$ cat src/design/sqmin_pkg.sv
`timescale 1ns / 1ps
package sqmin_pkg;

	localparam int PIX_W = 16;
	localparam int OX_W  = 11;
	localparam int OY_W  = 12;

	// register indexes (byte address / 4)
	localparam logic [1:0] REG_WIDTH  = 2'd0;
	localparam logic [1:0] REG_HEIGHT = 2'd1;
	localparam logic [1:0] REG_RADIUS = 2'd2;

	typedef struct packed {
		logic accept;
		logic row_init;
		logic row_step;
		logic row_wr;
		logic col_start;
		logic col_init;
		logic col_rd;
		logic col_acc;
		logic emit;
		logic finish;
	} sqmin_cmd_t;

	typedef struct packed {
		logic hx_now;
		logic hy;
		logic cnt_zero;
		logic x_done;
		logic rd_last;
		logic emit_last;
		logic out_free;
	} sqmin_stat_t;

endpackage

$ cat src/design/sqmin_ctrl.sv
`timescale 1ns / 1ps
module sqmin_ctrl
	import sqmin_pkg::*;
(
	input  logic        clk,
	input  logic        arst_n,
	input  logic        in_valid,
	output logic        in_ready,
	input  sqmin_stat_t stat,
	output sqmin_cmd_t  cmd
);

	typedef enum logic [3:0] {
		S_IDLE, S_ROW_INIT, S_ROW_STEP, S_ROW_WR, S_COL_START,
		S_COL_INIT, S_COL_RD, S_COL_ACC, S_EMIT, S_FINISH
	} state_t;

	state_t state_q;

	assign in_ready = (state_q == S_IDLE);

	always_comb begin
		cmd = '0;
		case (state_q)
			S_IDLE:      cmd.accept    = in_valid;
			S_ROW_INIT:  cmd.row_init  = 1'b1;
			S_ROW_STEP:  cmd.row_step  = 1'b1;
			S_ROW_WR:    cmd.row_wr    = 1'b1;
			S_COL_START: cmd.col_start = 1'b1;
			S_COL_INIT:  cmd.col_init  = 1'b1;
			S_COL_RD:    cmd.col_rd    = 1'b1;
			S_COL_ACC:   cmd.col_acc   = 1'b1;
			S_EMIT:      cmd.emit      = stat.out_free;
			S_FINISH:    cmd.finish    = 1'b1;
			default:     cmd = '0;
		endcase
	end

	always_ff @(posedge clk or negedge arst_n) begin
		if (!arst_n) begin
			state_q <= S_IDLE;
		end else begin
			case (state_q)
				S_IDLE: begin
					if (in_valid) state_q <= stat.hx_now ? S_ROW_INIT : S_FINISH;
				end
				S_ROW_INIT: state_q <= S_ROW_STEP;
				S_ROW_STEP: begin
					if (stat.cnt_zero) state_q <= S_ROW_WR;
				end
				S_ROW_WR: begin
					if (!stat.x_done) state_q <= S_ROW_INIT;
					else state_q <= stat.hy ? S_COL_START : S_FINISH;
				end
				S_COL_START: state_q <= S_COL_INIT;
				S_COL_INIT:  state_q <= S_COL_RD;
				S_COL_RD:    state_q <= S_COL_ACC;
				S_COL_ACC:   state_q <= stat.rd_last ? S_EMIT : S_COL_RD;
				S_EMIT: begin
					if (stat.out_free) state_q <= stat.emit_last ? S_FINISH : S_COL_INIT;
				end
				S_FINISH: state_q <= S_IDLE;
				default:  state_q <= S_IDLE;
			endcase
		end
	end

endmodule

$ cat config.mk
export PLATFORM = sky130hd
export DESIGN_NAME = sqmin_ctrl
export DESIGN_NICKNAME = d
export VERILOG_FILES = /design/src/design/sqmin_pkg.sv /design/src/design/sqmin_ctrl.sv
export SDC_FILE = /design/constraint.sdc
export NUM_CORES = 1
export LEC_CHECK = 0
export ABC_AREA = 1
export BUFFER_PORTS_ARGS = -buffer_cell sky130_fd_sc_hd__buf_4
export CORE_AREA = 2 2 39 41
export CTS_CLUSTER_DIAMETER = 200
export CTS_CLUSTER_SIZE = 20
export DETAILED_ROUTE_END_ITERATION = 12
export DIE_AREA = 0 0 41 43
export GPL_TIMING_DRIVEN = 0
export MAX_ROUTING_LAYER = met4
export PLACE_DENSITY = 0.6
export SLEW_MARGIN = 20
export SYNTH_ARGS = -nofsm -noshare
export SYNTH_HDL_FRONTEND = slang
export SYNTH_SLANG_ARGS = --single-unit
$ cat constraint.sdc
create_clock -name clk -period 1 [get_ports clk]
set_input_delay 0.15 -clock clk [delete_from_list [all_inputs] [get_ports clk]]
set_output_delay 0.15 -clock clk [all_outputs]
set_load 0.05 [all_outputs]
== Yosys cells after proc, flatten, opt, wreduce, memory -nomap -nowiden ==
Cells that the tools add are included.
Word-level totals
  register bits: 4
  ROM bits: 0
  memories: 0
  input bits: 10
  RAM bits: 0
  bits in latches: 0
Operators by class
  multiply operators: 0
  reductions and logical operators: 2
  mux-type cells: 19
  shift-type cells: 0
  equal/unequal tests: 12
  add/sub/neg operators: 0
  bitwise logic cells: 0
  div/mod/pow operators: 0
  magnitude comparators: 0
Operators by type and width (number)
  $pmux W4 S9: 1
  $mux W4: 8
  $eq A4 B3 Y1 const B: 4
  $mux W1: 10
  $eq A4 B2 Y1 const B: 2
  $eq A4 B4 Y1 const B: 2
  $ne A2 B2 Y1 const B: 3
  $eq A4 B1 Y1 const B: 1
  $logic_not A4 Y1: 1
  $reduce_and A3 Y1: 1

== Logic depth before layout (Yosys ltp) ==
Gate-level depths: netlist of the first run.
  depth in word-level cells: 3
  mapped depth: 8

== Worst setup path after synthesis of the first run ==
No wires, ideal clock.
  kind: register to output
  from: reg state_q[2]
  to: out cmd[5] (netlist name)
  cell stages (with the launch flop): 5
  buffers on the path: 0
  data arrival time: 1.723 ns
  setup slack: -0.873 ns
  required time: 0.850 ns
  cells stage by stage: dfrtp_1 -> inv_1 -> nor2_1 -> inv_1 -> nor3_1
RTL lines
  from (decl): RTL line sqmin_ctrl.sv:18  | state_t state_q;
  from (signal assigned): RTL line sqmin_ctrl.sv:45  | if (in_valid) state_q <= stat.hx_now ? S_ROW_INIT : S_FINISH;
  from (signal assigned): RTL line sqmin_ctrl.sv:53  | else state_q <= stat.hy ? S_COL_START : S_FINISH;
  from (signal assigned): RTL line sqmin_ctrl.sv:58  | S_COL_ACC: state_q <= stat.rd_last ? S_EMIT : S_COL_RD;
  to (decl): RTL line sqmin_ctrl.sv:10  | output sqmin_cmd_t cmd

==> impl_metrics.json, run 1 <==
{
  "postLayoutCoreUtil": 0.613,
  "largest_registers": "state_q (4)",
  "hp-class": "primary input to flop",
  "status": "finished with violations",
  "postSynthCellCount": 65,
  "cts_max_level": 1,
  "antenna_found_initial": 0,
  "fin_total_pwr_w": 0.00291,
  "largest_register_ffs": 4,
  "top_register": "state_q",
  "post_drt_via_cell_ratio": 4.34,
  "finalNetCount": 113,
  "synth-warning-count": 0,
  "place_hpwl_um": 793,
  "antenna_cells": 0,
  "clk_transition_reported_paths_ps": 30,
  "period_share": 1.42,
  "initial_core_util": 0.263,
  "synth_top_area_share": 0.275,
  "design.core.area_um2": 1380,
  "wl_per_cell_um": 9.14,
  "power_density_nw_per_um2": 3430,
  "cts_inserted_buffers": 3,
  "first_global_vias": 488,
  "worst_slew_pin_slew_ps": 231,
  "cts_tree": "done",
  "crit_type": "flop to output port",
  "slew_headroom": 0.844,
  "track_usage": 0.158,
  "grt-ovfl-total": 0,
  "grt_use_met3": 0.0785,
  "io-pin-count": 21,
  "end_kind": "output port",
  "p_leak_nw": 0.425,
  "die_w_um": 41,
  "fin_crit_ps": 1420,
  "ant_nets": 0,
  "syn_to_final_growth_pct": 133,
  "clock-sinks": 4,
  "fillerInstances": 133,
  "final-max-slew-violation-count": 0,
  "crit_required_ps": 850,
  "use_met1": 0.166,
  "drt-pass1-iter-count": 3,
  "clock-skew-final_ps": 2.19,
  "numPortBuffers": 20,
  "violations": "setup timing",
  "finalHoldViolations": 0,
  "path_max_fanout": 4,
  "drc": 0,
  "fmax_ghz": 0.707,
  "timing.setup.tns_ps": -5110,
  "ir_drop_uv": 1800,
  "gp_congestion": 0.739,
  "rsz0062_at_grt": "yes",
  "root_buffer": "clkbuf_4",
  "ys_top_cells_by_area": "dfrtp_1 (27%), nor2_1 (21%), inv_1 (13%), nand2_1 (13%), nand3_1 (5.5%)",
  "busiest_layer": "met2",
  "ys_types": 12,
  "drv_cap": 0,
  "synth.cell_area_um2": 364,
  "crit_path_start_kind": "flop",
  "fin_ws_ps": -415,
  "setup_viol": 15,
  "dp_slack_ps": -313,
  "clock_path_buffers": 2,
  "die_area_um2": 1760,
  "drive_above_1_share": 0.624,
  "yosysSeqAreaShare": 0.275,
  "num_vias": 508,
  "syn_nets": 75,
  "ys_ff_latch": 4,
  "rows": 14,
  "yosys.area.top_type": "dfrtp_1",
  "grt_util_met2": 0.244,
  "avgSynthCellArea_um2": 5.60,
  "drtIter0Drc": 3,
  "detail_route.wirelength_mm": 1.07,
  "worstSkewPairLatency_ps": 240,
  "grt_max_degree": 6,
  "arrival_ps": 1270,
  "grt_first_pass_wirelength_mm": 1.81,
  "die-height_um": 43
}
[through the flow]
| step | instance area (µm²) | hold WS [ps] | cells |
|---|---|---|---|
| 2_1_floorplan | 449 | -146 | 65 |
| 3_3_place_gp | 619 | -54.3 | 101 |
| 3_5_place_dp | 619 | -51.6 | 101 |
| 4_1_cts | 786 | 207 | 114 |
| 5_1_grt | 848 | 235 | 117 |
| 6_report | 848 | 210 | 117 |
[power by group]
group / total (W) / switching (W) / internal [W]
logic: 0.00236 / 0.00139 / 0.000967
clock network: 0.000202 / 0.0000674 / 0.000134
registers: 0.000353 / 0.000101 / 0.000252
[routing by layer]
layer	share of wire	up-vias	wire length, µm
met2	0.55	15	583
li1	-	269	-
met3	0.058	3	62
met4	0.0075	0	8
met5	0	-	0
met1	0.39	221	414
[layout by cell type (no fill, tap or decap)]
| cell | netlist | final |
|---|---|---|
| buf_4 | 0 | 20 |
| buf_6 | 0 | 7 |
| buf_8 | 0 | 5 |
| clkbuf_4 | 0 | 3 |
| dfrtp_2 | 0 | 4 |
| dlygate4sd3_1 | 0 | 1 |
| inv_1 | 13 | 9 |
| inv_2 | 0 | 3 |
| inv_4 | 0 | 1 |
| nand2_1 | 13 | 10 |
| nand2_2 | 0 | 1 |
| nand2_4 | 1 | 3 |
| nand3_1 | 4 | 4 |
| nand4_1 | 1 | 1 |
| nor2_1 | 20 | 9 |
| nor2_2 | 1 | 2 |
| nor2_4 | 1 | 11 |
| nor3_4 | 0 | 2 |
| o21ai_0 | 4 | 3 |
| o21ai_1 | 0 | 1 |
| or2_4 | 0 | 1 |
[critical path, cell delays in order, from the launching register on]
cell,delay (ps)
dfrtp_2,380
inv_2,70
nor2_4,140
inv_4,80
nor3_4,180
buf_6,180
[synthesized netlist by cell type]
cell and instances:
nor2_1 20, inv_1 13, nand2_1 13, dfrtp_1 4, nand3_1 4, o21ai_0 4, nor3_1 2, nand2_4 1
nand4_1 1, nor2_2 1, nor2_4 1, or2_1 1
[cell families after synthesis]
family	count (synthesis)	share of synthesized area
AND/OR/NAND/NOR	44	0.536
AO/OA/AOI/OAI	4	0.0550
flip-flops	4	0.275
buffers and inverters	13	0.134
[final cells by class]
class / instances / area, µm² / area share
inverters: 13 / 51.3 / 0.0605
flip-flops and latches: 4 / 105 / 0.124
repair buffers: 33 / 314 / 0.370
multi-input cells: 48 / 335 / 0.395
clock buffers: 3 / 22.5 / 0.0265
well taps: 16 / 20.0 / 0.0236
[timing repair]
action / in CTS / in global routing
endpoints found under the hold margin: 4 / 0
pin swaps: 7 / 5
gates resized for setup: 23 / 11
setup endpoints to repair: 15 / 15
setup buffers: 9 / 3
hold buffers: 1 / 0
[worst paths after layout]
path / start / to / slack [ps] / cells after the start
worst max-delay path: state_q[2]$_DFFE_PN0P_ / cmd[5] / -420 / 5
worst min-delay path: stat[1] / state_q[2]$_DFFE_PN0P_ / 210 / 4
worst max register to register: state_q[3]$_DFFE_PN0P_ / state_q[3]$_DFFE_PN0P_ / -300 / 9
worst min register to register: state_q[1]$_DFFE_PN0P_ / state_q[3]$_DFFE_PN0P_ / 650 / 3
max in group asynchronous: arst_n / state_q[2]$_DFFE_PN0P_ / 640 / 2
min in group asynchronous: arst_n / state_q[0]$_DFFE_PN0P_ / 240 / 2
Power figures use the tool's default switching activity.
==> inputs of run 2 (changes only) <==
--- a/config.mk
+++ b/config.mk
@@ -7,14 +7,16 @@
 export LEC_CHECK = 0
 export ABC_AREA = 1
 export BUFFER_PORTS_ARGS = -buffer_cell sky130_fd_sc_hd__buf_4
-export CORE_AREA = 2 2 39 41
+export CELL_PAD_IN_SITES_DETAIL_PLACEMENT = 1
+export CELL_PAD_IN_SITES_GLOBAL_PLACEMENT = 1
+export CORE_AREA = 2 2 44 46
 export CTS_CLUSTER_DIAMETER = 200
 export CTS_CLUSTER_SIZE = 20
 export DETAILED_ROUTE_END_ITERATION = 12
-export DIE_AREA = 0 0 41 43
+export DIE_AREA = 0 0 46 48
 export GPL_TIMING_DRIVEN = 0
 export MAX_ROUTING_LAYER = met4
-export PLACE_DENSITY = 0.6
+export PLACE_DENSITY_LB_ADDON = 0.1
 export SLEW_MARGIN = 20
 export SYNTH_ARGS = -nofsm -noshare
 export SYNTH_HDL_FRONTEND = slang
==> run 2 against run 1 <==
  * The run still ends with setup timing left
  * Cell area increased by 13%
  * Register-to-register slack worse by 20 ps
  * Sequential share of layout area decreased by 1.5 points
  * Sequential power up 14%
  * Critical path depth is 2 lower
  * Sequential cell count is the same
  * Critical endpoint is now cmd[0]
==> impl_metrics.json, run 2 (synthesized netlist as in run 1, its figures left out) <==
{
  "grt_first_pass_wirelength_mm": 2.15,
  "reg2reg_from": "state_q[3]$_DFFE_PN0P_",
  "cts_max_level": 1,
  "die_area_um2": 2210,
  "power_density_nw_per_um2": 3540,
  "io-pin-count": 21,
  "numPortBuffers": 20,
  "antenna_found_initial": 0,
  "drive_above_1_share": 0.714,
  "slew_headroom": 0.867,
  "top_register": "state_q",
  "design.core.area_um2": 1690,
  "finalHoldViolations": 0,
  "num_vias": 551,
  "detail_route.wirelength_mm": 1.56,
  "path_max_fanout": 5,
  "final-max-slew-violation-count": 0,
  "final_common_cell": "buf_4",
  "drt-pass1-iter-count": 2,
  "crit_required_ps": 850,
  "setup_viol": 15,
  "crit_type": "flop to output port",
  "clock-sinks": 4,
  "p_leak_nw": 0.456,
  "initial_core_util": 0.216,
  "timing.setup.tns_ps": -5420,
  "die-height_um": 48,
  "worstSkewPairLatency_ps": 230,
  "end_kind": "output port",
  "rr_endpoint": "state_q[0]$_DFFE_PN0P_",
  "finalNetCount": 117,
  "cts_tree": "done",
  "clock_path_buffers": 2,
  "fin_crit_ps": 1470,
  "holdWs_ps": 260,
  "arrival_ps": 1320,
  "grt_max_degree": 6,
  "rr_worst_depth": 9,
  "rsz0062_at_grt": "yes",
  "largest_register_ffs": 4,
  "place_hpwl_um": 995,
  "hp-class": "primary input to async pin",
  "syn_to_final_growth_pct": 164,
  "status": "finished with violations",
  "worst_slew_pin_slew_ps": 198,
  "antenna_cells": 0,
  "track_usage": 0.145,
  "fin_ws_ps": -474,
  "die_w_um": 46,
  "drv_cap": 0,
  "drtIter0Drc": 2,
  "ir_drop_uv": 2120,
  "fmax_ghz": 0.679,
  "post_drt_via_cell_ratio": 4.52,
  "first_global_vias": 553,
  "reg2reg_slack_ps": -320,
  "rows": 15,
  "gp_congestion": 0.707,
  "final_cell_mix": "buf_4 (20), nor2_4 (13), buf_6 (10)",
  "clk_transition_reported_paths_ps": 40,
  "violations": "setup timing",
  "wl_per_cell_um": 12.8,
  "cts_inserted_buffers": 3,
  "crit_path_start_kind": "flop",
  "period_share": 1.47,
  "ant_nets": 0,
  "clock-skew-final_ps": 3.88,
  "grt-ovfl-total": 0,
  "root_buffer": "clkbuf_4",
  "largest_registers": "state_q (4)",
  "fin_total_pwr_w": 0.00340,
  "drc": 0
}
[run 2: cell types whose count changed in the layout (fill, tap and decap cells not counted), sizes merged]
cell and change:
buf +4
[run 2: layout make-up]
type	instances	area (µm²)
fill	201	727
multi-input combinational	48	389
timing repair buffer	37	368
sequential	4	105
inverter	13	56.3
clock buffer	3	22.5
tap	17	21.3
[run 2: per-stage QoR]
stage	area (µm²)	setup slack, ps	instances	utilization
global route	962	-528	122	0.570
CTS	815	-431	116	0.482
floorplan	449	-332	65	-
detailed placement	621	-347	102	0.367
global placement	621	-349	102	0.367
finish	962	-474	122	0.570
[run 2: how the worst max path moves through the flow]
stage | startpoint | end | slack (ps) | cells past startpoint
final | state_q[1]$_DFFE_PN0P_ | cmd[0] | -470 | 3
after global routing | state_q[0]$_DFFE_PN0P_ | cmd[0] | -530 | 4
after CTS | state_q[1]$_DFFE_PN0P_ | cmd[0] | -430 | 3
after detailed placement | state_q[0]$_DFFE_PN0P_ | cmd[9] | -350 | 4
after global placement | state_q[0]$_DFFE_PN0P_ | cmd[9] | -350 | 4
after floorplan | state_q[3]$_DFFE_PN0P_ | state_q[3]$_DFFE_PN0P_ | -330 | 8
[run 2: layer usage]
layer | global-route usage | share of wire | vias up
met5 | - | 0 | -
met3 | 0.0453 | 0.026 | 2
met1 | 0.137 | 0.38 | 254
met2 | 0.289 | 0.58 | 17
met4 | 0.0171 | 0.011 | 0
li1 | - | - | 278
[run 2: repair_timing]
item / 4_1_cts / 5_1_grt
hold buffers: 1 / 0
resized for setup: 27 / 28
setup endpoints to repair: 15 / 15
endpoints found under the hold margin: 4 / 0
buffers inserted: 10 / 7
pin swaps: 7 / 10
[run 2: power breakdown]
group	total (W)	switching, W	internal (W)
registers	0.000403	0.000151	0.000252
clock network	0.000201	0.0000671	0.000134
logic	0.00280	0.00161	0.00119
[run 2: critical path, cell delays in order (launching register included)]
cell and delay (ps):
dfrtp_2 450, or2_4 310, nor3_4 140, buf_6 180
